### config.mk
export PLATFORM = sky130hd
export DESIGN_NAME = icm_div_pipe
export DESIGN_NICKNAME = d
export VERILOG_FILES = /design/src/sv/iteration_count_hsv_colormap_macros.svh /design/src/sv/icm_pkg.sv /design/src/sv/icm_div_pipe.sv
export SDC_FILE = /design/constraint.sdc
export NUM_CORES = 2
export LEC_CHECK = 0
export BUFFER_PORTS_ARGS = -buffer_cell sky130_fd_sc_hd__buf_4
export CAP_MARGIN = 20
export CORE_ASPECT_RATIO = 0.7
export CORE_MARGIN = 1
export CORE_UTILIZATION = 55
export DETAILED_ROUTE_END_ITERATION = 12
export PLACE_DENSITY_LB_ADDON = 0.15
export RECOVER_POWER = 50
export SETUP_SLACK_MARGIN = 0.3
export SLEW_MARGIN = 5
export SYNTH_ARGS = -nofsm -noshare
export SYNTH_HDL_FRONTEND = slang
export SYNTH_SLANG_ARGS = --single-unit
### constraint.sdc
create_clock -name clk -period 3.8 [get_ports clk]
set_clock_uncertainty 0.05 [all_clocks]
set_input_delay 0.76 -clock clk [delete_from_list [all_inputs] [get_ports clk]]
set_output_delay 0.76 -clock clk [all_outputs]
set_load 0.01 [all_outputs]
### src/sv/iteration_count_hsv_colormap_macros.svh
// Assertion macros for the iteration count HSV colormap block.
`ifndef ITERATION_COUNT_HSV_COLORMAP_MACROS_SVH
`define ITERATION_COUNT_HSV_COLORMAP_MACROS_SVH
`ifndef SYNTH
`define ICM_ASSERT_IMP(label, clk, rst_n, cond, prop) \
	label: assert property (@(posedge clk) disable iff (!rst_n) (cond) |-> (prop)) \
		else $error("icm: same-cycle check failed");
`define ICM_ASSERT_NXT(label, clk, rst_n, cond, prop) \
	label: assert property (@(posedge clk) disable iff (!rst_n) (cond) |=> (prop)) \
		else $error("icm: next-cycle check failed");
`else
`define ICM_ASSERT_IMP(label, clk, rst_n, cond, prop)
`define ICM_ASSERT_NXT(label, clk, rst_n, cond, prop)
`endif
`endif

### src/sv/icm_pkg.sv
// Shared constants, types and helper functions of the iteration count colormap.
`default_nettype none
package icm_pkg;
	localparam int FRACTION_BITS = 16;
	localparam int SPAN_BITS = 24;
	localparam int COUNT_W = 32;
	localparam int SPAN_REG_W = 24;
	localparam int WIDE_W = 48;
	localparam int MODE_W = 7;
	localparam int GAIN_W = 16;
	localparam int GAIN_SHIFT = 10;
	localparam int LOG_FRAC = 24;
	// Mantissa in [1,2) with 30 fraction bits.
	localparam int MANT_W = 31;
	localparam int EXP_W = $clog2(SPAN_BITS);
	localparam int LOG_W = EXP_W + LOG_FRAC;
	localparam int CH_W = FRACTION_BITS + 1;
	localparam logic [CH_W-1:0] FONE = CH_W'(1) << FRACTION_BITS;
	localparam int CFG_IDX_W = 3;

	localparam logic [CFG_IDX_W-1:0] REG_LOW_BOUND = 3'd0;
	localparam logic [CFG_IDX_W-1:0] REG_SPAN      = 3'd1;
	localparam logic [CFG_IDX_W-1:0] REG_MAX_ITER  = 3'd2;
	localparam logic [CFG_IDX_W-1:0] REG_MODE      = 3'd3;
	localparam logic [CFG_IDX_W-1:0] REG_OFFSET    = 3'd4;
	localparam logic [CFG_IDX_W-1:0] REG_GAIN      = 3'd5;

	localparam logic [1:0] CLS_COLOR  = 2'd0;
	localparam logic [1:0] CLS_NONE   = 2'd1;
	localparam logic [1:0] CLS_INSIDE = 2'd2;

	localparam int MODE_INV_BASE = 0;
	localparam int MODE_LOG_BASE = 3;
	localparam int MODE_HALVE = 6;

	typedef struct packed {
		logic [COUNT_W-1:0]   low_bound;
		logic [SPAN_BITS-1:0] span;
		logic [COUNT_W-1:0]   max_iter;
		logic [MODE_W-1:0]    mode;
		logic [WIDE_W-1:0]    offset;
		logic [WIDE_W-1:0]    gain;
	} cfg_t;

	function automatic logic [EXP_W-1:0] msb_index(input logic [SPAN_BITS-1:0] x);
		logic [EXP_W-1:0] n;
		n = '0;
		for (int i = 1; i < SPAN_BITS; i++) begin
			if (x[i]) n = EXP_W'(i);
		end
		return n;
	endfunction

	function automatic logic [MANT_W-1:0] normalize(input logic [SPAN_BITS-1:0] x,
			input logic [EXP_W-1:0] n);
		logic [SPAN_BITS+MANT_W-2:0] w;
		w = {x, (MANT_W-1)'(0)} >> n;
		return w[MANT_W-1:0];
	endfunction

	// One squaring step of the log2 recurrence: {result bit, next mantissa}.
	function automatic logic [MANT_W:0] square_step(input logic [MANT_W-1:0] m);
		logic [2*MANT_W-1:0] sq;
		logic [MANT_W:0] t;
		sq = (2*MANT_W)'(m) * (2*MANT_W)'(m);
		t = sq[2*MANT_W-1:MANT_W-1];
		if (t[MANT_W]) begin
			return {1'b1, t[MANT_W:1]};
		end
		return {1'b0, t[MANT_W-1:0]};
	endfunction
endpackage
`default_nettype wire

### src/sv/icm_div_pipe.sv
// Pipelined linear and logarithmic fraction dividers, one quotient bit per stage.
`default_nettype none
module icm_div_pipe (
	input  wire logic                          clk,
	input  wire logic                          arst_n,
	input  wire logic                          en,
	input  wire icm_pkg::cfg_t                 cfg,
	input  wire logic [icm_pkg::LOG_W-1:0]     ls,
	input  wire logic                          in_vld,
	input  wire logic [icm_pkg::SPAN_BITS-1:0] in_d,
	input  wire logic [1:0]                    in_cls,
	input  wire logic [icm_pkg::LOG_W-1:0]     in_ld,
	output logic                               out_vld,
	output logic [1:0]                         cls,
	output logic [icm_pkg::FRACTION_BITS-1:0]  lin_frac,
	output logic [icm_pkg::FRACTION_BITS-1:0]  log_frac
);
	import icm_pkg::*;

	localparam int F = FRACTION_BITS;

	logic                 vld_s [0:F];
	logic [1:0]           cls_s [0:F];
	logic                 zero_s [0:F];
	logic                 sat_s [0:F];
	logic [SPAN_BITS-1:0] lrem_s [0:F];
	logic [LOG_W-1:0]     grem_s [0:F];
	logic [F-1:0]         lquo_s [0:F];
	logic [F-1:0]         gquo_s [0:F];

	always_ff @(posedge clk or negedge arst_n) begin
		if (!arst_n) begin
			vld_s[0] <= 1'b0;
		end else if (en) begin
			vld_s[0] <= in_vld;
		end
	end

	// A log ratio of one or more saturates; a zero count gives a zero fraction.
	always_ff @(posedge clk) begin
		if (en) begin
			cls_s[0] <= in_cls;
			zero_s[0] <= (in_d == '0);
			sat_s[0] <= (in_ld >= ls);
			lrem_s[0] <= in_d;
			grem_s[0] <= in_ld;
			lquo_s[0] <= '0;
			gquo_s[0] <= '0;
		end
	end

	for (genvar k = 1; k <= F; k++) begin : g_div
		logic [SPAN_BITS:0] lt;
		logic [LOG_W:0]     gt;
		logic               lb;
		logic               gb;
		always_comb begin
			lt = {lrem_s[k-1], 1'b0};
			gt = {grem_s[k-1], 1'b0};
			lb = (lt >= {1'b0, cfg.span});
			gb = (gt >= {1'b0, ls});
		end
		always_ff @(posedge clk or negedge arst_n) begin
			if (!arst_n) begin
				vld_s[k] <= 1'b0;
			end else if (en) begin
				vld_s[k] <= vld_s[k-1];
			end
		end
		always_ff @(posedge clk) begin
			if (en) begin
				cls_s[k] <= cls_s[k-1];
				zero_s[k] <= zero_s[k-1];
				sat_s[k] <= sat_s[k-1];
				lrem_s[k] <= lb ? SPAN_BITS'(lt - {1'b0, cfg.span}) : SPAN_BITS'(lt);
				grem_s[k] <= gb ? LOG_W'(gt - {1'b0, ls}) : LOG_W'(gt);
				lquo_s[k] <= {lquo_s[k-1][F-2:0], lb};
				gquo_s[k] <= {gquo_s[k-1][F-2:0], gb};
			end
		end
	end

	assign out_vld = vld_s[F];
	assign cls = cls_s[F];
	assign lin_frac = lquo_s[F];
	assign log_frac = zero_s[F] ? '0 : (sat_s[F] ? '1 : gquo_s[F]);
endmodule
`default_nettype wire

[Yosys cells after proc, flatten, opt, wreduce, memory -nomap -nowiden]
Memories as Yosys holds them, arrays and structs flattened.
Cells that the tools add are included.
Storage, ports and cells
  output and inout port bits: 35
  memories kept: 7
  bits in registers: 17
  bits in writable memories: 1513
Operators by class
  muxes and demuxes: 36
  $add $sub $neg: 32
  magnitude comparators: 33
  reduce and logical (&&, ||, !) cells: 1
Memories
  grem_s: words 17, bits a word 29, rd ports 16, clocked after memory_dff 0, write ports 17, line icm_div_pipe.sv:27  | logic [LOG_W-1:0] grem_s [0:F];
  lrem_s: words 17, bits a word 24, rd ports 16, clocked after memory_dff 0, write ports 17, line icm_div_pipe.sv:26  | logic [SPAN_BITS-1:0] lrem_s [0:F];
  gquo_s: words 17, bits a word 16, rd ports 17, clocked after memory_dff 0, write ports 17, line icm_div_pipe.sv:29  | logic [F-1:0] gquo_s [0:F];
  lquo_s: words 17, bits a word 16, rd ports 17, clocked after memory_dff 0, write ports 17, line icm_div_pipe.sv:28  | logic [F-1:0] lquo_s [0:F];
  cls_s: words 17, bits a word 2, rd ports 17, clocked after memory_dff 0, write ports 17, line icm_div_pipe.sv:23  | logic [1:0] cls_s [0:F];
  sat_s: words 17, bits a word 1, rd ports 17, clocked after memory_dff 0, write ports 17, line icm_div_pipe.sv:25  | logic sat_s [0:F];
  +1 memories
Operators with widths (number)
  >= comparator 30 x 29 -> 1 bit: 16
  2-to-1 mux 29 bit: 16
  subtractor 29 bit: 16
  >= comparator 25 x 24 -> 1 bit: 16
  2-to-1 mux 24 bit: 16
  subtractor 24 bit: 16
  2-to-1 mux 16 bit: 2
  >= comparator 29 bit: 1
  zero test 24 bit: 1
  2-to-1 mux 1 bit: 2

[Logic depth before layout (Yosys ltp)]
An unclocked memory read counts as a cell.
  depth after elaboration: 3
  mapped depth: 16

[Worst setup path after synthesis]
No wires, ideal clock.
  path type: input to register
  from: input port ls[1] (netlist bit)
  to: memory grem_s[0][396] (netlist bit), data pin
  data arrival time: 4441 ps
  cell stages on the path: 15
  required time: 3490 ps
  path slack: -951 ps
  path through: inv_1 > fa_1 > a21oi_1 > nor2b_1 > a31o_2 > o41a_1 > a211oi_1 > o31a_1 > o21ai_0 > a31oi_1 > or2_2 > nand3_1 > clkbuf_1 > buf_2 > mux2_2
RTL lines
  start, declared: line icm_div_pipe.sv:8  | input wire logic [icm_pkg::LOG_W-1:0] ls,
  end, declared: line icm_div_pipe.sv:27

==> run summary <==
Die Width = 470 µm
Antenna violations before repair = 15
GRT overflow = 0
End of the worst hold path = cls_s[0][0]
CP max-delay cell = edfxtp_1
Layout area overhead = 29.6%
Setup violations, final = 0
Synthesized Nets = 9182
Hold Path Class = primary input to flop
Final hold vios = 0
Yosys top cell area share = 42.4%
Failing checks = max-capacitance violations, max-slew violations
Core Area = 151000 µm²
Synth async-reset ratio = 1.41%
Design Power = 98.8 mW
DRT antenna net count = 0
# placed instances = 11600
Element type at the critical path end = flop
CP required = 4.30 ns
Rel. slew slack = -83.0%
Top cell type by total area after synthesis = edfxtp_1
Io pins = 314
PortBufs = 146
Drt pass-1 iters = 7
Int Pwr = 60.5 mW
Comb pwr share = 60.7%
Maxcap violations = 1
Reg-to-reg endpoint = grem_s[0][33]
Syn Area/Cell = 10.5 µm²
Startpoint types = flop
Count leader, synth = edfxtp_1
Max rail drop VDD = 0.000589 V
EDFF count, synth = 1188
CP peak stage delay = 0.43 ns
TNS Setup = 0 ns
Wire length per cell = 22.0 µm
Reg2reg setup slack = 0.08 ns
DR vias/cell = 5.97
Share of layout cells above drive strength 1 = 29.4%
Final core occ = 72.2%
CTS tree = yes
Largest net degree at the start of global routing = 106
Most used cell, CP = a21o_1
Initial Util = 55.7%
Min-delay src = in_cls[0]
Pins over their slew limit = 73
Ys flop type = edfxtp_1
Crit path from = grem_s[0][0]
RSZ-0062 raised after global routing = yes
DIE AREA = 155000 µm²
Synthesis-stage register bit count = 1205
Synthesis Warnings = 0
Critical R2R Launch = grem_s[0][0]
Crit path max fanout = 24
Yosys cell types = 91
Syn Inst Count = 7998
Rows = 119
Pwr Density = 905 nW/µm²
Synth top area cells = edfxtp_1, ha_1, mux2_2
Crit share post-route = 97.9%
CTS sink cnt = 1205
Root buffer cell = clkbuf_16
H-tree Lvls = 4
Starting DRT DRC Count = 6310
Routability cong. = 0.967
CP cell instances = fa_2, a21o_1, a21o_4, a2111oi_4, o21a_1, o21ai_2, o31a_1, a221o_1, a21o_1, a21oi_2, o21ai_4, buf_12, mux2_2
Worst Hold Depth = 1
Post-route DRC = 0
All-Layer GR Usage = 32.9%
Leakage = 46.5 nW
Synth cell count leaders = edfxtp_1, ha_1, a21oi_1, o21ai_0, nand2_1
Net Sw Power = 38.3 mW
Cell Count, Final, Fillers Out = 12000
WL final = 263 mm
Sequential Power Share = 26.2%
Clk buf depth = 3
CP Data Arrival Time = 4.22 ns
First-pass GRT wire length = 394 mm
Vias = 71400
Vias in the first global route = 68200
Clock power share = 13.2%
Clock-pin slew on the worst setup and hold paths = 0.06 ns
Post-synthesis sequential area ratio = 42.9%
Slew @ Worst Pin = 2.75 ns
Sw frac = 38.8%
Fin nets = 11100
CTS Buf Count = 130
Reg2reg path depth = 13
Hold WS = 0.119 ns
Cell Area, Synth = 84200 µm²
Post-DP HPWL = 200 mm
Clock Latency Late Sink = 0.80 ns
Die Ht = 329 µm
Final worst path period need = 3.72 ns
Highest Clock Rate = 269 MHz
Setup CP Type = flop to flop
Status = complete, but fails checks
-- cells in the final DEF (no fill, tap or decap), drive strengths merged, types with 37 or more instances in the layout --
cell type,count
a21o,356
nand4,139
nand2,555
o21bai,82
and3,68
nor2b,123
xnor2,382
nor2,521
edfxtp,1188
nand2b,127
clkinv,47
xor2,280
a211oi,77
buf,1853
o211ai,37
o21a,95
a21oi,753
or3,38
o31ai,57
nor3,102
a31oi,63
mux2,398
nand3,146
inv,251
o21ai,590
clkbuf,251
ha,875
-- per-stage QoR --
step / cell area (µm²) / setup slack [ns]
6_report: 109000 / 0.0816
5_1_grt: 109000 / -0.0489
4_1_cts: 107000 / 0.108
3_5_place_dp: 102000 / -0.655
3_3_place_gp: 102000 / -0.732
2_1_floorplan: 86100 / -0.682
-- cells by family after synthesis --
family / Yosys count / synth area share, %
compound gates: 2355 / 17.4
buf+inv: 461 / 2.19
mux: 407 / 5.43
simple gates: 2003 / 11.5
flops: 1205 / 42.9
fa+ha+maj: 905 / 13.7
xor+xnor: 662 / 6.88
-- worst max-delay path, delay by kind of cell, from the launching register on --
kind / cells / cell delay (ns)
muxes: 1 / 0.28
AOI/OAI and AO/OA: 10 / 2.13
buffers and inverters: 1 / 0.19
DFF: 1 / 0.43
adders and majority gates: 1 / 0.39
-- metal layers --
metal	share of wire (%)	up-vias	global-route usage (%)
li1	-	34100	-
met1	44	34400	45.3
met2	44	2464	51.5
met3	7.1	527	5.09
met4	4.9	16	15.0
met5	0.041	-	0
-- registers in the layout, summed over array words and instances, names as in the netlist --
register and cells:
cls_s 34, gquo_s 136, grem_s 464, lquo_s 136, lrem_s 384, out_vld 1, sat_s 17, vld_s 16
zero_s 17
-- worst max path at each step --
stage	end	slack [ns]	depth (start not counted)
6_report	grem_s[0][33]	0.08	13
3_3_place_gp	grem_s[0][231]	-0.73	19
2_1_floorplan	grem_s[0][340]	-0.68	13
4_1_cts	grem_s[0][46]	0.11	13
5_1_grt	grem_s[0][29]	-0.05	14
3_5_place_dp	lrem_s[0][272]	-0.65	15
-- final cells by class --
class	instances	area, µm²
clock inverters	75	828
clock buffers	158	3430
diodes	4	10.0
multi-input cells	6333	49000
repair buffers	1947	16200
well taps	1996	2500
flip-flops and latches	1205	36100
inverters	259	1040
fillers	10900	42000
-- power groups by stage --
stage / Combinational (mW) / Clock, mW / Sequential, mW
global route: 65.1 / 13.7 / 26.2
finish: 59.9 / 13.0 / 25.8
detailed placement: 54.8 / 0 / 25.9
floorplan: 36.6 / 0 / 24.0
CTS: 56.2 / 13.2 / 25.8
global placement: 53.4 / 0 / 25.9
-- repair_timing --
item                       in CTS  in global routing
buffers inserted               44                 60
hold buffers                    1                  0
hold endpoints to repair       17                  0
gates resized for setup        72                362
setup endpoints to repair     255                654
cloned                          5                 20
pin swaps                      33                111
Note: power is estimated with default switching activity, not from simulation.
