<file path="src/sv/iteration_count_hsv_colormap_macros.svh">
// Assertion macros for the iteration count HSV colormap block.
`ifndef ITERATION_COUNT_HSV_COLORMAP_MACROS_SVH
`define ITERATION_COUNT_HSV_COLORMAP_MACROS_SVH
`ifndef SYNTH
`define ICM_ASSERT_IMP(label, clk, rst_n, cond, prop) \
	label: assert property (@(posedge clk) disable iff (!rst_n) (cond) |-> (prop)) \
		else $error("icm: same-cycle check failed");
`define ICM_ASSERT_NXT(label, clk, rst_n, cond, prop) \
	label: assert property (@(posedge clk) disable iff (!rst_n) (cond) |=> (prop)) \
		else $error("icm: next-cycle check failed");
`else
`define ICM_ASSERT_IMP(label, clk, rst_n, cond, prop)
`define ICM_ASSERT_NXT(label, clk, rst_n, cond, prop)
`endif
`endif

</file>
<file path="src/sv/icm_pkg.sv">
// Shared constants, types and helper functions of the iteration count colormap.
`default_nettype none
package icm_pkg;
	localparam int FRACTION_BITS = 16;
	localparam int SPAN_BITS = 24;
	localparam int COUNT_W = 32;
	localparam int SPAN_REG_W = 24;
	localparam int WIDE_W = 48;
	localparam int MODE_W = 7;
	localparam int GAIN_W = 16;
	localparam int GAIN_SHIFT = 10;
	localparam int LOG_FRAC = 24;
	// Mantissa in [1,2) with 30 fraction bits.
	localparam int MANT_W = 31;
	localparam int EXP_W = $clog2(SPAN_BITS);
	localparam int LOG_W = EXP_W + LOG_FRAC;
	localparam int CH_W = FRACTION_BITS + 1;
	localparam logic [CH_W-1:0] FONE = CH_W'(1) << FRACTION_BITS;
	localparam int CFG_IDX_W = 3;

	localparam logic [CFG_IDX_W-1:0] REG_LOW_BOUND = 3'd0;
	localparam logic [CFG_IDX_W-1:0] REG_SPAN      = 3'd1;
	localparam logic [CFG_IDX_W-1:0] REG_MAX_ITER  = 3'd2;
	localparam logic [CFG_IDX_W-1:0] REG_MODE      = 3'd3;
	localparam logic [CFG_IDX_W-1:0] REG_OFFSET    = 3'd4;
	localparam logic [CFG_IDX_W-1:0] REG_GAIN      = 3'd5;

	localparam logic [1:0] CLS_COLOR  = 2'd0;
	localparam logic [1:0] CLS_NONE   = 2'd1;
	localparam logic [1:0] CLS_INSIDE = 2'd2;

	localparam int MODE_INV_BASE = 0;
	localparam int MODE_LOG_BASE = 3;
	localparam int MODE_HALVE = 6;

	typedef struct packed {
		logic [COUNT_W-1:0]   low_bound;
		logic [SPAN_BITS-1:0] span;
		logic [COUNT_W-1:0]   max_iter;
		logic [MODE_W-1:0]    mode;
		logic [WIDE_W-1:0]    offset;
		logic [WIDE_W-1:0]    gain;
	} cfg_t;

	function automatic logic [EXP_W-1:0] msb_index(input logic [SPAN_BITS-1:0] x);
		logic [EXP_W-1:0] n;
		n = '0;
		for (int i = 1; i < SPAN_BITS; i++) begin
			if (x[i]) n = EXP_W'(i);
		end
		return n;
	endfunction

	function automatic logic [MANT_W-1:0] normalize(input logic [SPAN_BITS-1:0] x,
			input logic [EXP_W-1:0] n);
		logic [SPAN_BITS+MANT_W-2:0] w;
		w = {x, (MANT_W-1)'(0)} >> n;
		return w[MANT_W-1:0];
	endfunction

	// One squaring step of the log2 recurrence: {result bit, next mantissa}.
	function automatic logic [MANT_W:0] square_step(input logic [MANT_W-1:0] m);
		logic [2*MANT_W-1:0] sq;
		logic [MANT_W:0] t;
		sq = (2*MANT_W)'(m) * (2*MANT_W)'(m);
		t = sq[2*MANT_W-1:MANT_W-1];
		if (t[MANT_W]) begin
			return {1'b1, t[MANT_W:1]};
		end
		return {1'b0, t[MANT_W-1:0]};
	endfunction
endpackage
`default_nettype wire

</file>
<file path="src/sv/icm_span_log.sv">
// Sequential log2 of the span, recomputed after reset and after each span write.
`default_nettype none
module icm_span_log (
	input  wire logic                          clk,
	input  wire logic                          arst_n,
	input  wire logic                          start,
	input  wire logic [icm_pkg::SPAN_BITS-1:0] span,
	output logic [icm_pkg::LOG_W-1:0]          ls
);
	import icm_pkg::*;

	localparam int CNT_W = $clog2(LOG_FRAC);
	localparam logic [1:0] ST_IDLE = 2'd0;
	localparam logic [1:0] ST_NORM = 2'd1;
	localparam logic [1:0] ST_ITER = 2'd2;

	logic [1:0]        state_q;
	logic [CNT_W-1:0]  cnt_q;
	logic [MANT_W-1:0] mant_q;
	logic [LOG_W-1:0]  res_q;
	logic [MANT_W:0]   step;
	logic [EXP_W-1:0]  n;

	assign step = square_step(mant_q);
	assign n = msb_index(span);

	always_ff @(posedge clk or negedge arst_n) begin
		if (!arst_n) begin
			state_q <= ST_NORM;
			cnt_q <= '0;
		end else if (start) begin
			state_q <= ST_NORM;
		end else begin
			case (state_q)
				ST_NORM: begin
					state_q <= ST_ITER;
					cnt_q <= CNT_W'(LOG_FRAC - 1);
				end
				ST_ITER: begin
					if (cnt_q == '0) state_q <= ST_IDLE;
					else cnt_q <= cnt_q - 1'b1;
				end
				default: state_q <= ST_IDLE;
			endcase
		end
	end

	always_ff @(posedge clk) begin
		if (!start && state_q == ST_NORM) begin
			mant_q <= normalize(span, n);
			res_q <= {n, LOG_FRAC'(0)};
		end else if (!start && state_q == ST_ITER) begin
			mant_q <= step[MANT_W-1:0];
			res_q[cnt_q] <= step[MANT_W];
		end
	end

	assign ls = res_q;
endmodule
`default_nettype wire

</file>
<file path="config.mk">
export PLATFORM = sky130hd
export DESIGN_NAME = icm_span_log
export DESIGN_NICKNAME = d
export VERILOG_FILES = /design/src/sv/iteration_count_hsv_colormap_macros.svh /design/src/sv/icm_pkg.sv /design/src/sv/icm_span_log.sv
export SDC_FILE = /design/constraint.sdc
export NUM_CORES = 2
export LEC_CHECK = 0
export ABC_AREA = 1
export BUFFER_PORTS_ARGS = -buffer_cell sky130_fd_sc_hd__buf_4
export CORE_MARGIN = 2
export CORE_UTILIZATION = 67
export DETAILED_ROUTE_END_ITERATION = 12
export PLACE_DENSITY = 0.86
export SLEW_MARGIN = 20
export SYNTH_ARGS = -nofsm -noshare
export SYNTH_HDL_FRONTEND = slang
export SYNTH_SLANG_ARGS = --single-unit
export TNS_END_PERCENT = 30
</file>
<file path="constraint.sdc">
create_clock -name clk -period 10.6 [get_ports clk]
set_input_delay 0 -clock clk [delete_from_list [all_inputs] [get_ports clk]]
set_output_delay 0 -clock clk [all_outputs]
set_load 0.02 [all_outputs]
</file>
After elaboration in Yosys (flattened, before gate mapping)
Cells that the tools add are included.
{"block": "totals", "in_bits": 27, "mem_bits_rw": 0, "mem_bits_ro": 0, "output_inout_bits": 29, "wordCells": 61, "mem_count": 0, "latch_bits": 0, "reg_bits": 67}
{"block": "op_classes", "n_div": 0, "magnitude_cmp": 2, "n_eq_ne": 4, "add_sub_neg": 1, "reduce_logical": 8, "multipliers": 1, "mux": 38, "shift": 1, "n_bitwise": 1}
{"op": "5-bit 2-to-1 mux", "n": 23}
{"op": "32-bit 2-to-1 mux", "n": 2}
{"op": "31-bit by 31-bit multiplier with 62-bit output", "n": 1}
{"op": "31-bit 2-to-1 mux", "n": 2}
{"op": "29-bit 2-to-1 mux", "n": 2}
{"op": "54-bit by 5-bit right shift with 31-bit output", "n": 1}
{"op": "29-bit bitwise mux", "n": 1}
{"op": "5-bit one-hot mux with 2 select lines", "n": 1}
{"op": "5-bit by 6-bit less-than comparator with 1-bit output (second input constant)", "n": 1}
{"op": "1-bit demux with 5-bit select", "n": 1}
{"op": "5-bit by 1-bit >= comparator with 1-bit output (second input constant)", "n": 1}
{"op": "5-bit logical NOT", "n": 1}
{"op": "5-bit by 1-bit subtractor with 5-bit output (second input constant)", "n": 1}
{"op": "2-bit 2-to-1 mux", "n": 2}
{"op": "2-bit one-hot mux with 2 select lines", "n": 1}
{"op": "2-bit nonzero test", "n": 2}
{"op": "1-bit logical AND", "n": 3}
{"op": "1-bit 2-to-1 mux", "n": 3}
{"op": "3-bit inequality test (second input constant)", "n": 1}
{"op": "3-bit AND reduction", "n": 1}
{"op": "2-bit by 1-bit equality test with 1-bit output (second input constant)", "n": 1}
{"op": "2-bit equality test (second input constant)", "n": 1}
{"op": "2-bit inequality test (second input constant)", "n": 1}
{"op": "1-bit logical NOT", "n": 1}
{"op": "1-bit NOT", "n": 1}

Depth between registers and ports, before layout
{"block": "logic_depth", "depth_word": 25, "ltp_mapped": 38, "ltp_nobuf": 36}

Worst setup path after synthesis
Ideal clock, no wire load.
{"block": "synth_timing", "kind": "register to register", "start": "register mant_q[25]", "end": "register mant_q[11] (data pin)", "synth_period_minus_slack_ps": 7538, "path_stages_with_launch": 32, "t_arrival_ps": 7266, "n_path_buf": 3, "setup_time_ps": 272, "required_ps": 10328, "slack_ps": 3062, "path_cell_list": "edfxtp_1 -> clkbuf_1 -> clkbuf_1 -> nand2_1 -> fa_1 -> fa_1 -> inv_1 -> fa_1 -> inv_1 -> fa_1 -> inv_1 -> fa_1 -> fa_1 -> fa_1 -> inv_1 -> fa_1 -> inv_1 -> ha_1 -> a21oi_1 -> inv_1 -> a21oi_1 -> inv_1 -> a21oi_1 -> nor2_1 -> o21ai_0 -> nand4_1 -> or2_1 -> nand2_1 -> inv_2 -> nand2_1 -> buf_2 -> o221ai_1"}
{"block": "synth_via", "elab_chain_cells": 5, "word_cells_on_any_way": 6, "cone_classes": "mul: 1; mux: 5"}
{"element": "from (decl)", "line": "icm_span_log.sv:19", "rtl": "logic [MANT_W-1:0] mant_q;"}
{"element": "from (signal assigned)", "line": "icm_span_log.sv:50", "rtl": "mant_q <= normalize(span, n);"}
{"element": "from (signal assigned)", "line": "icm_span_log.sv:53", "rtl": "mant_q <= step[MANT_W-1:0];"}
{"element": "31-bit by 31-bit multiplier with 62-bit output (*)", "line": "icm_pkg.sv:65", "rtl": "sq = (2*MANT_W)'(m) * (2*MANT_W)'(m);"}
{"element": "32-bit 2-to-1 mux / 1-bit 2-to-1 mux (equally long branches)", "line": "icm_pkg.sv:67", "rtl": "if (t[MANT_W]) begin"}
{"element": "32-bit 2-to-1 mux (*)", "line": "icm_pkg.sv:70", "rtl": "return {1'b0, t[MANT_W-1:0]};"}
{"element": "31-bit 2-to-1 mux (*)", "line": "icm_span_log.sv:52", "rtl": "end else if (!start && state_q == ST_ITER) begin"}
{"element": "31-bit 2-to-1 mux (*)", "line": "icm_span_log.sv:49", "rtl": "if (!start && state_q == ST_NORM) begin"}
Every way passes the cells marked *; elsewhere a longest branch is shown, timed or not. The select of a mux whose other input is x is not followed.
A chain may end at the register's enable or synchronous reset.

Worst setup path after layout
{"block": "layout_timing", "start": "register mant_q[11]", "end": "register mant_q[21] (data pin)"}
Same word-level chain as after synthesis.

==> results.sh <==
export IMPL_yosys_register_bits=67
export IMPL_cts_tree="done"
export IMPL_clock_root_buffer="clkbuf_16"
export IMPL_yosysSeqAreaShare_pct=5.50
export IMPL_antenna_found_initial=0
export IMPL_initial_utilization_pct=67.9
export IMPL_htreeDepth=3
export IMPL_critical_path_class="register to register"
export IMPL_critical_path_arrival_ns=9.70
export IMPL_clockBufferDepth=2
export IMPL_fin_crit_sh_pct=90.9
export IMPL_fillers=3453
export IMPL_synth_top_area_share_pct=47.5
export IMPL_worstPathMaxFanout=37
export IMPL_met2_length_um=38500
export IMPL_start_kind="register"
export IMPL_drc=0
export IMPL_syn_to_final_growth_pct=4.33
export IMPL_synthArstFlopShare_pct=10.4
export IMPL_status="complete, no violations"
export IMPL_ctsResizeCount=0
export IMPL_grt_use_total_pct=34.7
export IMPL_antenna_cells=0
export IMPL_wl_per_cell_um=18.0
export IMPL_grt_max_degree=54
export IMPL_crit_path_max_incr_delay_ns=1.17
export IMPL_ys_types=50
export IMPL_syn_avg_cell_area_sq_um=8.21
export IMPL_wirelength_met1_um=29300
export IMPL_hold_ws_ns=0.125
export IMPL_ant_nets=0
export IMPL_num_rows=79
export IMPL_portBuffers=55
export IMPL_worst_pin_slew_ns=1.24
export IMPL_worst_slew_margin_rel_pct=17.4
export IMPL_rsz0062_at_grt="no"
export IMPL_die_area_sq_mm=0.0489
export IMPL_routed_wl_um=80100
export IMPL_synth_main_ff_cell="edfxtp_1"
export IMPL_drive_gt1_share_pct=3.50
export IMPL_fp_dieW_um=221
export IMPL_path_clk_slew_ns=0.06
export IMPL_grt_overflow=0
export IMPL_min_period_ns=9.63
export IMPL_viasPerCell=5.53
export IMPL_drt_iter0_markers=2019
export IMPL_synth_edf_count=36
export IMPL_finalClockSkew_ns=0.00822
export IMPL_yosysTopAreaCell="fa_1"
export IMPL_end_kind="register"
export IMPL_critPathSlowestCell="edfxtp_1"
export IMPL_fin_nets=4894
export IMPL_synth_area_top_cells="fa_1 47%, inv_1 15%, ha_1 11%, nand2_1 9.7%, edfxtp_1 3.4%"
export IMPL_hold_violations=0
export IMPL_top_level_ports=56
export IMPL_via_count=24700
export IMPL_drt_first_pass_iters=6
export IMPL_synth_area_sq_mm=0.0316
export IMPL_core_area_sq_mm=0.0466
export IMPL_gp_congestion=0.974
export IMPL_postCtsSetupBuffers=0
export IMPL_cts_sinks=67
export IMPL_finalSetupTns_ns=0
export IMPL_grt_pass1_vias=27400
export IMPL_cts_made_buffers=9
export IMPL_fmax_mhz=104
export IMPL_multi_input_area_sq_mm=0.0247
export IMPL_cp_required_ns=10.67
export IMPL_synthCells=3853
export IMPL_highest_layer="met4"
export IMPL_hold_class="input port to asynchronous set/reset pin"
export IMPL_dp_hpwl_um=67000
export IMPL_final_common_cell="inv_1"
export IMPL_finalMaxSlewViolations=0
export IMPL_syn_nets=4900
export IMPL_final_cell_mix="1244 x inv_1, 813 x nand2_1, 750 x fa_1"
export IMPL_yosysWarnings=0
export IMPL_clk_latency_ns=0.35
export IMPL_regArea_sq_mm=0.00174
export IMPL_pre_cts_slack_ns=1.23
export IMPL_dr_wl_met3_um=7510
export IMPL_final_setup_viol_count=0
export IMPL_grt_pass1_wl_um=135000
export IMPL_max_cap_violations=0
export IMPL_fin_ws_ns=0.966
export IMPL_die_y_um=221
## routing by layer
metal / GRT usage (%) / up-vias
li1: - / 11000
met1: 43.9 / 12000
met2: 58.5 / 1334
met3: 5.90 / 337
met4: 16.8 / 0
met5: 0 / -
## worst max-delay path, delay by kind of cell, from the launching register on
kind                     cells  cell delay, ns
adder cells (fa/ha/maj)      9            4.43
AO/OA/AOI/OAI                5            0.79
flip-flops                   1            1.17
buffers and inverters       10            1.35
AND/OR/NAND/NOR              7            1.55
## area by class of cell
cell class              instances  share of cell area, %
multi-input cells            2419                   74.9
inverters                    1249                   14.2
repair buffers                101                   2.40
flip-flops and latches         67                   5.27
well taps                     607                   2.30
clock inverters                 5                  0.125
clock buffers                  11                  0.770
## state kept, by name (all words and copies together), names as in the netlist
register	cells
cnt_q	5
state_q	2
ls	29
mant_q	31
## metrics by stage
step / util (%) / instances / instance area, sq um
after global placement: 70.1 / 4438 / 32600
after floorplan: - / 3853 / 31600
after global routing: 70.9 / 4459 / 33000
after CTS: 70.8 / 4458 / 33000
after detailed placement: 70.1 / 4439 / 32600
final: 70.9 / 4459 / 33000
## kinds of logic after synthesis
kind of cell	share of synthesized area (%)
simple gates	13.2
xor+xnor	1.36
buf+inv	16.3
fa+ha+maj	58.2
flops	5.50
compound gates	5.40
## synth_stat cells, types with 19 or more instances
cell and count:
xor2_1 22, fa_1 750, clkbuf_1 97, nand2_1 813
o21ai_0 82, edfxtp_1 36, a21oi_1 98, nand3_1 83
ha_1 270, nor2_1 110, dfxtp_1 24, xnor2_1 27
inv_1 1244, a31oi_1 23, o211ai_1 19
## what timing repair did
| item | CTS | global route |
|---|---|---|
| endpoints found under the setup margin | 0 | 0 |
| hold buffers | 3 | 0 |
| endpoints found under the hold margin | 8 | 0 |
## worst paths after layout
check                                 from         end  slack [ns]  depth (start not counted)
worst max-delay path            mant_q[11]  mant_q[21]        0.97                         31
worst min-delay path                arst_n  state_q[0]        0.12                          2
max in group asynchronous           arst_n    cnt_q[4]        9.77                          3
worst max register to register  mant_q[11]  mant_q[21]        0.97                         31
min in group clk                  span[22]  mant_q[25]        0.22                          6
worst min register to register  state_q[0]  state_q[0]        0.54                          2
Power is not shown: default switching activity piles up to over one toggle a cycle in this logic, so the estimate is an artifact.
