**config.mk**
```make
export PLATFORM = sky130hd
export DESIGN_NAME = icm_front
export DESIGN_NICKNAME = d
export VERILOG_FILES = /design/src/sv/iteration_count_hsv_colormap_macros.svh /design/src/sv/icm_pkg.sv /design/src/sv/icm_front.sv
export SDC_FILE = /design/constraint.sdc
export NUM_CORES = 2
export LEC_CHECK = 0
export ABC_AREA = 0
export BUFFER_PORTS_ARGS = -buffer_cell sky130_fd_sc_hd__buf_2
export CAP_MARGIN = 40
export CORE_UTILIZATION = 58
export CTS_BUF_LIST = sky130_fd_sc_hd__clkbuf_4 sky130_fd_sc_hd__clkbuf_8 sky130_fd_sc_hd__clkbuf_16
export DETAILED_ROUTE_END_ITERATION = 8
export GPL_TIMING_DRIVEN = 1
export PLACE_DENSITY = 0.78
export SYNTH_ARGS = -nofsm -noshare
export SYNTH_HDL_FRONTEND = slang
export SYNTH_SLANG_ARGS = --single-unit
```
**constraint.sdc**
```tcl
create_clock -name clk -period 3.2 [get_ports clk]
set_input_delay 0.48 -clock clk [delete_from_list [all_inputs] [get_ports clk]]
set_output_delay 0.48 -clock clk [all_outputs]
set_load 0.05 [all_outputs]
```
**src/sv/iteration_count_hsv_colormap_macros.svh**
```systemverilog
// Assertion macros for the iteration count HSV colormap block.
`ifndef ITERATION_COUNT_HSV_COLORMAP_MACROS_SVH
`define ITERATION_COUNT_HSV_COLORMAP_MACROS_SVH
`ifndef SYNTH
`define ICM_ASSERT_IMP(label, clk, rst_n, cond, prop) \
	label: assert property (@(posedge clk) disable iff (!rst_n) (cond) |-> (prop)) \
		else $error("icm: same-cycle check failed");
`define ICM_ASSERT_NXT(label, clk, rst_n, cond, prop) \
	label: assert property (@(posedge clk) disable iff (!rst_n) (cond) |=> (prop)) \
		else $error("icm: next-cycle check failed");
`else
`define ICM_ASSERT_IMP(label, clk, rst_n, cond, prop)
`define ICM_ASSERT_NXT(label, clk, rst_n, cond, prop)
`endif
`endif

```
**src/sv/icm_pkg.sv**
```systemverilog
// Shared constants, types and helper functions of the iteration count colormap.
`default_nettype none
package icm_pkg;
	localparam int FRACTION_BITS = 16;
	localparam int SPAN_BITS = 24;
	localparam int COUNT_W = 32;
	localparam int SPAN_REG_W = 24;
	localparam int WIDE_W = 48;
	localparam int MODE_W = 7;
	localparam int GAIN_W = 16;
	localparam int GAIN_SHIFT = 10;
	localparam int LOG_FRAC = 24;
	// Mantissa in [1,2) with 30 fraction bits.
	localparam int MANT_W = 31;
	localparam int EXP_W = $clog2(SPAN_BITS);
	localparam int LOG_W = EXP_W + LOG_FRAC;
	localparam int CH_W = FRACTION_BITS + 1;
	localparam logic [CH_W-1:0] FONE = CH_W'(1) << FRACTION_BITS;
	localparam int CFG_IDX_W = 3;

	localparam logic [CFG_IDX_W-1:0] REG_LOW_BOUND = 3'd0;
	localparam logic [CFG_IDX_W-1:0] REG_SPAN      = 3'd1;
	localparam logic [CFG_IDX_W-1:0] REG_MAX_ITER  = 3'd2;
	localparam logic [CFG_IDX_W-1:0] REG_MODE      = 3'd3;
	localparam logic [CFG_IDX_W-1:0] REG_OFFSET    = 3'd4;
	localparam logic [CFG_IDX_W-1:0] REG_GAIN      = 3'd5;

	localparam logic [1:0] CLS_COLOR  = 2'd0;
	localparam logic [1:0] CLS_NONE   = 2'd1;
	localparam logic [1:0] CLS_INSIDE = 2'd2;

	localparam int MODE_INV_BASE = 0;
	localparam int MODE_LOG_BASE = 3;
	localparam int MODE_HALVE = 6;

	typedef struct packed {
		logic [COUNT_W-1:0]   low_bound;
		logic [SPAN_BITS-1:0] span;
		logic [COUNT_W-1:0]   max_iter;
		logic [MODE_W-1:0]    mode;
		logic [WIDE_W-1:0]    offset;
		logic [WIDE_W-1:0]    gain;
	} cfg_t;

	function automatic logic [EXP_W-1:0] msb_index(input logic [SPAN_BITS-1:0] x);
		logic [EXP_W-1:0] n;
		n = '0;
		for (int i = 1; i < SPAN_BITS; i++) begin
			if (x[i]) n = EXP_W'(i);
		end
		return n;
	endfunction

	function automatic logic [MANT_W-1:0] normalize(input logic [SPAN_BITS-1:0] x,
			input logic [EXP_W-1:0] n);
		logic [SPAN_BITS+MANT_W-2:0] w;
		w = {x, (MANT_W-1)'(0)} >> n;
		return w[MANT_W-1:0];
	endfunction

	// One squaring step of the log2 recurrence: {result bit, next mantissa}.
	function automatic logic [MANT_W:0] square_step(input logic [MANT_W-1:0] m);
		logic [2*MANT_W-1:0] sq;
		logic [MANT_W:0] t;
		sq = (2*MANT_W)'(m) * (2*MANT_W)'(m);
		t = sq[2*MANT_W-1:MANT_W-1];
		if (t[MANT_W]) begin
			return {1'b1, t[MANT_W:1]};
		end
		return {1'b0, t[MANT_W-1:0]};
	endfunction
endpackage
`default_nettype wire

```
**src/sv/icm_front.sv**
```systemverilog
// Pixel classification, low bound subtraction and pipelined modulo by the span.
`default_nettype none
module icm_front (
	input  wire logic                          clk,
	input  wire logic                          arst_n,
	input  wire logic                          en,
	input  wire icm_pkg::cfg_t                 cfg,
	input  wire logic                          in_vld,
	input  wire logic [icm_pkg::COUNT_W-1:0]   count,
	output logic                               out_vld,
	output logic [icm_pkg::SPAN_BITS-1:0]      d,
	output logic [1:0]                         cls
);
	import icm_pkg::*;

	logic                 vld_s [0:COUNT_W];
	logic [1:0]           cls_s [0:COUNT_W];
	logic [SPAN_BITS-1:0] rem_s [0:COUNT_W];
	logic [COUNT_W-1:0]   dif_s [0:COUNT_W-1];

	logic               in_set;
	logic [COUNT_W-1:0] lim;
	logic [1:0]         cls_c;
	logic [COUNT_W-1:0] dif_c;

	always_comb begin
		in_set = (count == cfg.max_iter);
		lim = '0;
		if (cfg.mode[MODE_HALVE]) begin
			for (int k = 1; k < COUNT_W; k++) begin
				lim = cfg.max_iter >> k;
				if (lim > COUNT_W'(1) && count == lim) in_set = 1'b1;
			end
		end
		if (&count) cls_c = CLS_NONE;
		else if (in_set) cls_c = CLS_INSIDE;
		else cls_c = CLS_COLOR;
		dif_c = (count < cfg.low_bound) ? '0 : count - cfg.low_bound;
	end

	always_ff @(posedge clk or negedge arst_n) begin
		if (!arst_n) begin
			vld_s[0] <= 1'b0;
		end else if (en) begin
			vld_s[0] <= in_vld;
		end
	end

	always_ff @(posedge clk) begin
		if (en) begin
			cls_s[0] <= cls_c;
			dif_s[0] <= dif_c;
			rem_s[0] <= '0;
		end
	end

	// Restoring remainder, one dividend bit per stage, most significant first.
	for (genvar k = 1; k <= COUNT_W; k++) begin : g_mod
		logic [SPAN_BITS:0] t;
		logic [SPAN_BITS:0] r;
		always_comb begin
			t = {rem_s[k-1], dif_s[k-1][COUNT_W-1]};
			r = (t >= {1'b0, cfg.span}) ? t - {1'b0, cfg.span} : t;
		end
		always_ff @(posedge clk or negedge arst_n) begin
			if (!arst_n) begin
				vld_s[k] <= 1'b0;
			end else if (en) begin
				vld_s[k] <= vld_s[k-1];
			end
		end
		always_ff @(posedge clk) begin
			if (en) begin
				cls_s[k] <= cls_s[k-1];
				rem_s[k] <= r[SPAN_BITS-1:0];
			end
		end
		if (k < COUNT_W) begin : g_shift
			always_ff @(posedge clk) begin
				if (en) dif_s[k] <= {dif_s[k-1][COUNT_W-2:0], 1'b0};
			end
		end
	end

	assign out_vld = vld_s[COUNT_W];
	assign cls = cls_s[COUNT_W];
	assign d = rem_s[COUNT_W];
endmodule
`default_nettype wire

```
; After elaboration in Yosys (flattened, before gate mapping)
; Memory sizes are Yosys's and may differ from the RTL's.
; Index checks and enable logic that the tools add are counted.
[classes]
addsub = 33
magnitude_cmp = 64
n_eq_ne = 32
muxes = 69
n_reduce_logical = 32
[op_table]
columns = cell, count
row1 = 25-bit by 24-bit >= comparator with 1-bit output, 32
row2 = 24-bit two-way mux, 32
row3 = 24-bit subtractor, 32
row4 = 1-bit two-way mux, 34
row5 = 32-bit by 1-bit equality test with 1-bit output, 1
row6 = 32-bit by 10-bit equality test with 1-bit output, 1
row7 = 32-bit by 11-bit equality test with 1-bit output, 1
row8 = 32-bit by 12-bit equality test with 1-bit output, 1
row9 = 32-bit by 13-bit equality test with 1-bit output, 1
row10 = 32-bit by 14-bit equality test with 1-bit output, 1
row11 = 32-bit by 15-bit equality test with 1-bit output, 1
row12 = 32-bit by 16-bit equality test with 1-bit output, 1
row13 = 32-bit by 17-bit equality test with 1-bit output, 1
row14 = 32-bit by 18-bit equality test with 1-bit output, 1
row15 = 32-bit by 19-bit equality test with 1-bit output, 1
row16 = 32-bit by 2-bit equality test with 1-bit output, 1
row17 = 32-bit by 20-bit equality test with 1-bit output, 1
row18 = 32-bit by 21-bit equality test with 1-bit output, 1
row19 = 32-bit by 22-bit equality test with 1-bit output, 1
row20 = 32-bit by 23-bit equality test with 1-bit output, 1
row21 = 32-bit by 24-bit equality test with 1-bit output, 1
row22 = 32-bit by 25-bit equality test with 1-bit output, 1
row23 = 32-bit by 26-bit equality test with 1-bit output, 1
row24 = 32-bit by 27-bit equality test with 1-bit output, 1
row25 = other kinds (49), 80
[word_totals]
regBits = 33
ram_bits = 1882
in_bits = 227
output_inout_bits = 27
word_cells = 266
n_memories = 3
[memory_table]
columns = name, depth, word_bits, read_ports, rd_clocked_by_memory_dff, wr, line
row1 = dif_s, 32, 32, 32, 0, 32, icm_front.sv:19  ; logic [COUNT_W-1:0] dif_s [0:COUNT_W-1];
row2 = rem_s, 33, 24, 33, 0, 33, icm_front.sv:18  ; logic [SPAN_BITS-1:0] rem_s [0:COUNT_W];
row3 = cls_s, 33, 2, 33, 0, 33, icm_front.sv:17  ; logic [1:0] cls_s [0:COUNT_W];

; Depth between registers and ports, before layout
[logic_depth]
word_depth = 36
depth_mapped = 16
mapped_depth_nobuf = 13

; Worst setup path before layout
; Ideal clock, no wire load.
[synth_timing]
path_type = input -> register
startpoint = in cfg[136] (netlist name)
endpoint = mem rem_s[10][21] (netlist: rem_s[0][261]) (data pin)
setup_ns = 0.260
arrival_time_ns = 3.743
required_ns = 2.940
setup_slack_ns = -0.803
cell_stages = 12
n_path_buf = 1
path_cell_list = inv_1 -> ha_1 -> nor2b_1 -> o21ai_0 -> a21oi_1 -> o41ai_1 -> a21oi_1 -> a31oi_1 -> o311ai_1 -> a31oi_2 -> buf_2 -> mux2_2
[synth_rtl]
columns = item, line
row1 = "start, declared", icm_front.sv:7  ; input wire icm_pkg::cfg_t cfg,
row2 = "end, declared", icm_front.sv:18

==> flow_summary_export.csv <==
group,metric,value,unit
setup_path,crit_arrival,3.97,ns
global_routing,grt_pass1_wl,424000,um
place,dp_slack,-0.851,ns
flow_run,maxCapViolCount,0,
global_routing,grt_start_max_net_pins,110,
floorplan,num_io_pins,254,
setup_path,max_stage_delay,0.48,ns
floorplan,coreArea,157000,um^2
worst_hold_path,hold_path.class,"input port to flop",
sta,period_needed,3.44,ns
synth,muxShareOfSynthArea,0.0307,
clock_network,clk_latency,0.81,ns
synth,ys_warn_count,0,
drt,vias_per_cell,6.11,
pwr,vdd_drop_max,0.663,mV
clock_network,cts_buffers,151,
pwr,p_sw_frac,0.387,
final_layout,area_growth,28.8,%
clock_network,cts-root-buf,"clkbuf_16",
synth,synth-seq-area-share,0.453,
drt,wl_per_cell,21.9,um
clock_network,h-tree-depth,4,
pwr,p_sw,46.5,mW
final_layout,layout.nets,11800,
place,gp_congestion,1.01,
final_layout,layout-drive-gt1-share,0.285,
setup_path,crit_fanout,8,
sta,fin_ws,-0.236,ns
pwr,seq_power_share,0.276,
pwr,comb_power_share,0.573,
synth,syn_nets,9716,
pwr,p_int,73.5,mW
floorplan,die_w,401,um
synth,synth_fa_ha_area_frac,0.113,
pwr,pwr_density_cell,1010,nW/um^2
synth,syn_area_per_cell,10.6,um^2
floorplan,die_h,401,um
synth,synth-xor-area-share,0.103,
setup_path,slowest_stage,"edfxtp_1",
floorplan,initial_core_util,0.587,
global_routing,grt_overflow_total,0,
place,portBuffers,151,
sta,drv_slew,0,
clock_network,cts_tree,"built",
sta,setup_viol,29,
setup_path,cp-end-kind,"flop",
synth,synth.distinct_cells,89,
drt,ant_nets,0,
place,hpwl,200000,um
sta,rsz0062_at_grt,"yes",
sta,fin_worst_skew,0.0418,ns
setup_path,worst-path-buf-inv,3,
drt,firstDrtPassIters,6,
global_routing,grt_pass1_vias,78800,
floorplan,die_area,160000,um^2
final_layout,insertedDiodeCount,0,
setup_path,worstPathRequired,3.74,ns
setup_path,crit_type,"flop to flop",
synth,synth_enable_flop_cells,1362,
setup_path,start_kind,"flop",
pwr,design_power_total,120,mW
floorplan,rows,145,
clock_network,cts.sinks,1395,
synth,synth_compound_area_frac,0.157,
sta,max_slew.worst_pin.slew,0.781,ns
drt,vias,79000,
pwr,power.share.clock,0.151,
outcome,violations,"setup timing",
outcome,status,"finished with violations",
synth,ys_ff_latch,1395,
synth,synthSimpleGateAreaFrac,0.118,
setup_path,timing.critical_path.cells,"ha_4 -> nand4_1 -> a21oi_2 -> o41a_1 -> o41a_1 -> a41oi_2 -> buf_4 -> o31ai_4 -> nand2_2 -> a21o_4 -> buf_6 -> buf_4 -> nand2_2 -> o21ai_1",
global_routing,antenna_found_initial,4,
drt,drtIter0Drc,6889,
sta,slew_headroom,0.476,
pwr,p_leak,49.9,nW
synth,synthArstFlopShare,0.0237,
sta,final.period_utilization,1.07,
synth,yosys_most_used_dff,"edfxtp_1",
sta,finalHoldViolations,0,
final_layout,utilization,0.756,
synth,synth_area,92100,um^2
clock_network,clkTransAtPathRegs,0.06,ns
drt,drc,0,
synth,synth_top_family_by_area,"compound AO/OA/AOI/OAI gates",
sta,finalSetupTns,-3.25,ns
clock_network,clk_path_buf_depth,3,
setup_path,cp_top_family,"compound AO/OA/AOI/OAI gates",
drt,wirelength,283000,um
sta,fmax,291,MHz
synth,post_synth_inst_count,8679,
global_routing,grt_usage,0.334,
registers in the layout, summed over array words and instances (netlist names):
signal,count
vld_s,32
out_vld,1
cls_s,66
dif_s,528
rem_s,768
power by group through the flow:
stage          Clock [mW]  Combinational [mW]  Sequential [mW]
6_report             18.1                68.7             33.1
2_1_floorplan           0                38.2             31.5
3_3_place_gp            0                59.9             33.0
3_5_place_dp            0                61.9             33.1
5_1_grt              19.0                74.5             33.5
4_1_cts              18.3                63.8             32.9
Yosys cell counts, drive strengths merged, types with 32 or more instances:
cell	n	share of area
inv	301	0.012
o21ai	683	0.037
a21oi	627	0.034
edfxtp	1362	0.44
nor3	161	0.0087
nand3	134	0.0073
o211ai	34	0.0028
and3	67	0.0046
or2	35	0.0024
o21bai	58	0.0047
nor4	109	0.0074
buf	135	0.0071
a31oi	56	0.0041
ha	778	0.11
mux2	228	0.028
a211oi	82	0.0068
or3	35	0.0024
nand2b	123	0.0084
nand4	193	0.013
o31a	36	0.0034
xor2	473	0.045
fa	32	0.0070
nand2	685	0.028
o31ai	63	0.0052
nor2b	117	0.0079
nor2	498	0.020
o21a	88	0.0072
clkbuf	136	0.0056
a21o	334	0.027
xnor2	611	0.058
dfrtp	33	0.0090
cells by family after synthesis:
| kind of cell | Yosys count |
|---|---|
| mux | 254 |
| flops | 1395 |
| simple gates | 2252 |
| buf+inv | 572 |
| compound gates | 2312 |
| xor+xnor | 1084 |
| fa+ha+maj | 810 |
cell type report:
cell class | count | area (um^2)
multi-input cells | 6712 | 50300
flip-flops and latches | 1395 | 41700
fillers | 10200 | 38300
repair buffers | 2175 | 17700
clock buffers | 174 | 3950
well taps | 2058 | 2570
clock inverters | 103 | 1170
inverters | 301 | 1160
cell usage in the layout, fill, tap and decap left out, drive strengths merged, types with 161 or more instances in the layout:
| cell | n |
|---|---|
| xnor2 | 611 |
| nand4 | 193 |
| inv | 306 |
| mux2 | 228 |
| nor2 | 498 |
| edfxtp | 1362 |
| o21ai | 683 |
| nand2 | 685 |
| ha | 778 |
| xor2 | 473 |
| a21o | 334 |
| clkbuf | 187 |
| nor3 | 161 |
| buf | 2159 |
| a21oi | 627 |
final timing paths:
kind	startpoint	endpoint	slack (ns)	depth (start not counted)
max	rem_s[0][579]	rem_s[0][617]	-0.24	14
min	cfg[159]	dif_s[0][0]	0.12	3
max reg2reg	rem_s[0][579]	rem_s[0][617]	-0.24	14
min reg2reg	dif_s[0][27]	dif_s[0][60]	0.40	0
max in group asynchronous	arst_n	vld_s[21]	2.47	2
min in group asynchronous	arst_n	vld_s[5]	0.28	2
stage by stage:
stage | instances | hold WS, ns | cell area (um^2)
after global routing | 12900 | 0.0864 | 119000
final | 12900 | 0.125 | 119000
after floorplan | 8679 | 0.184 | 92300
after CTS | 12800 | 0.0774 | 116000
after detailed placement | 12500 | 0.405 | 110000
after global placement | 12500 | 0.400 | 110000
worst register-to-register path, stage by stage (launching register included):
cell,delay [ns]
edfxtp_1,0.48
ha_4,0.35
nand4_1,0.15
a21oi_2,0.18
o41a_1,0.18
o41a_1,0.22
a41oi_2,0.14
buf_4,0.16
o31ai_4,0.45
nand2_2,0.16
a21o_4,0.28
buf_6,0.15
buf_4,0.14
nand2_2,0.06
o21ai_1,0.07
what timing repair did:
| item | CTS | global route |
|---|---|---|
| gates cloned | 3 | 15 |
| hold buffers | 2 | 0 |
| endpoints found under the setup margin | 305 | 648 |
| gates resized for setup | 103 | 379 |
| endpoints found under the hold margin | 34 | 0 |
| pin swaps | 31 | 171 |
| setup buffers | 31 | 78 |
per-layer routing:
| metal | part of all wire | track usage | vias up |
|---|---|---|---|
| met4 | 0.066 | 0.189 | 4 |
| met2 | 0.47 | 0.558 | 3617 |
| met1 | 0.39 | 0.413 | 37700 |
| met5 | 0.00011 | 0 | - |
| met3 | 0.073 | 0.0505 | 1050 |
| li1 | - | - | 36600 |
Note: power is estimated with default switching activity, not from simulation.
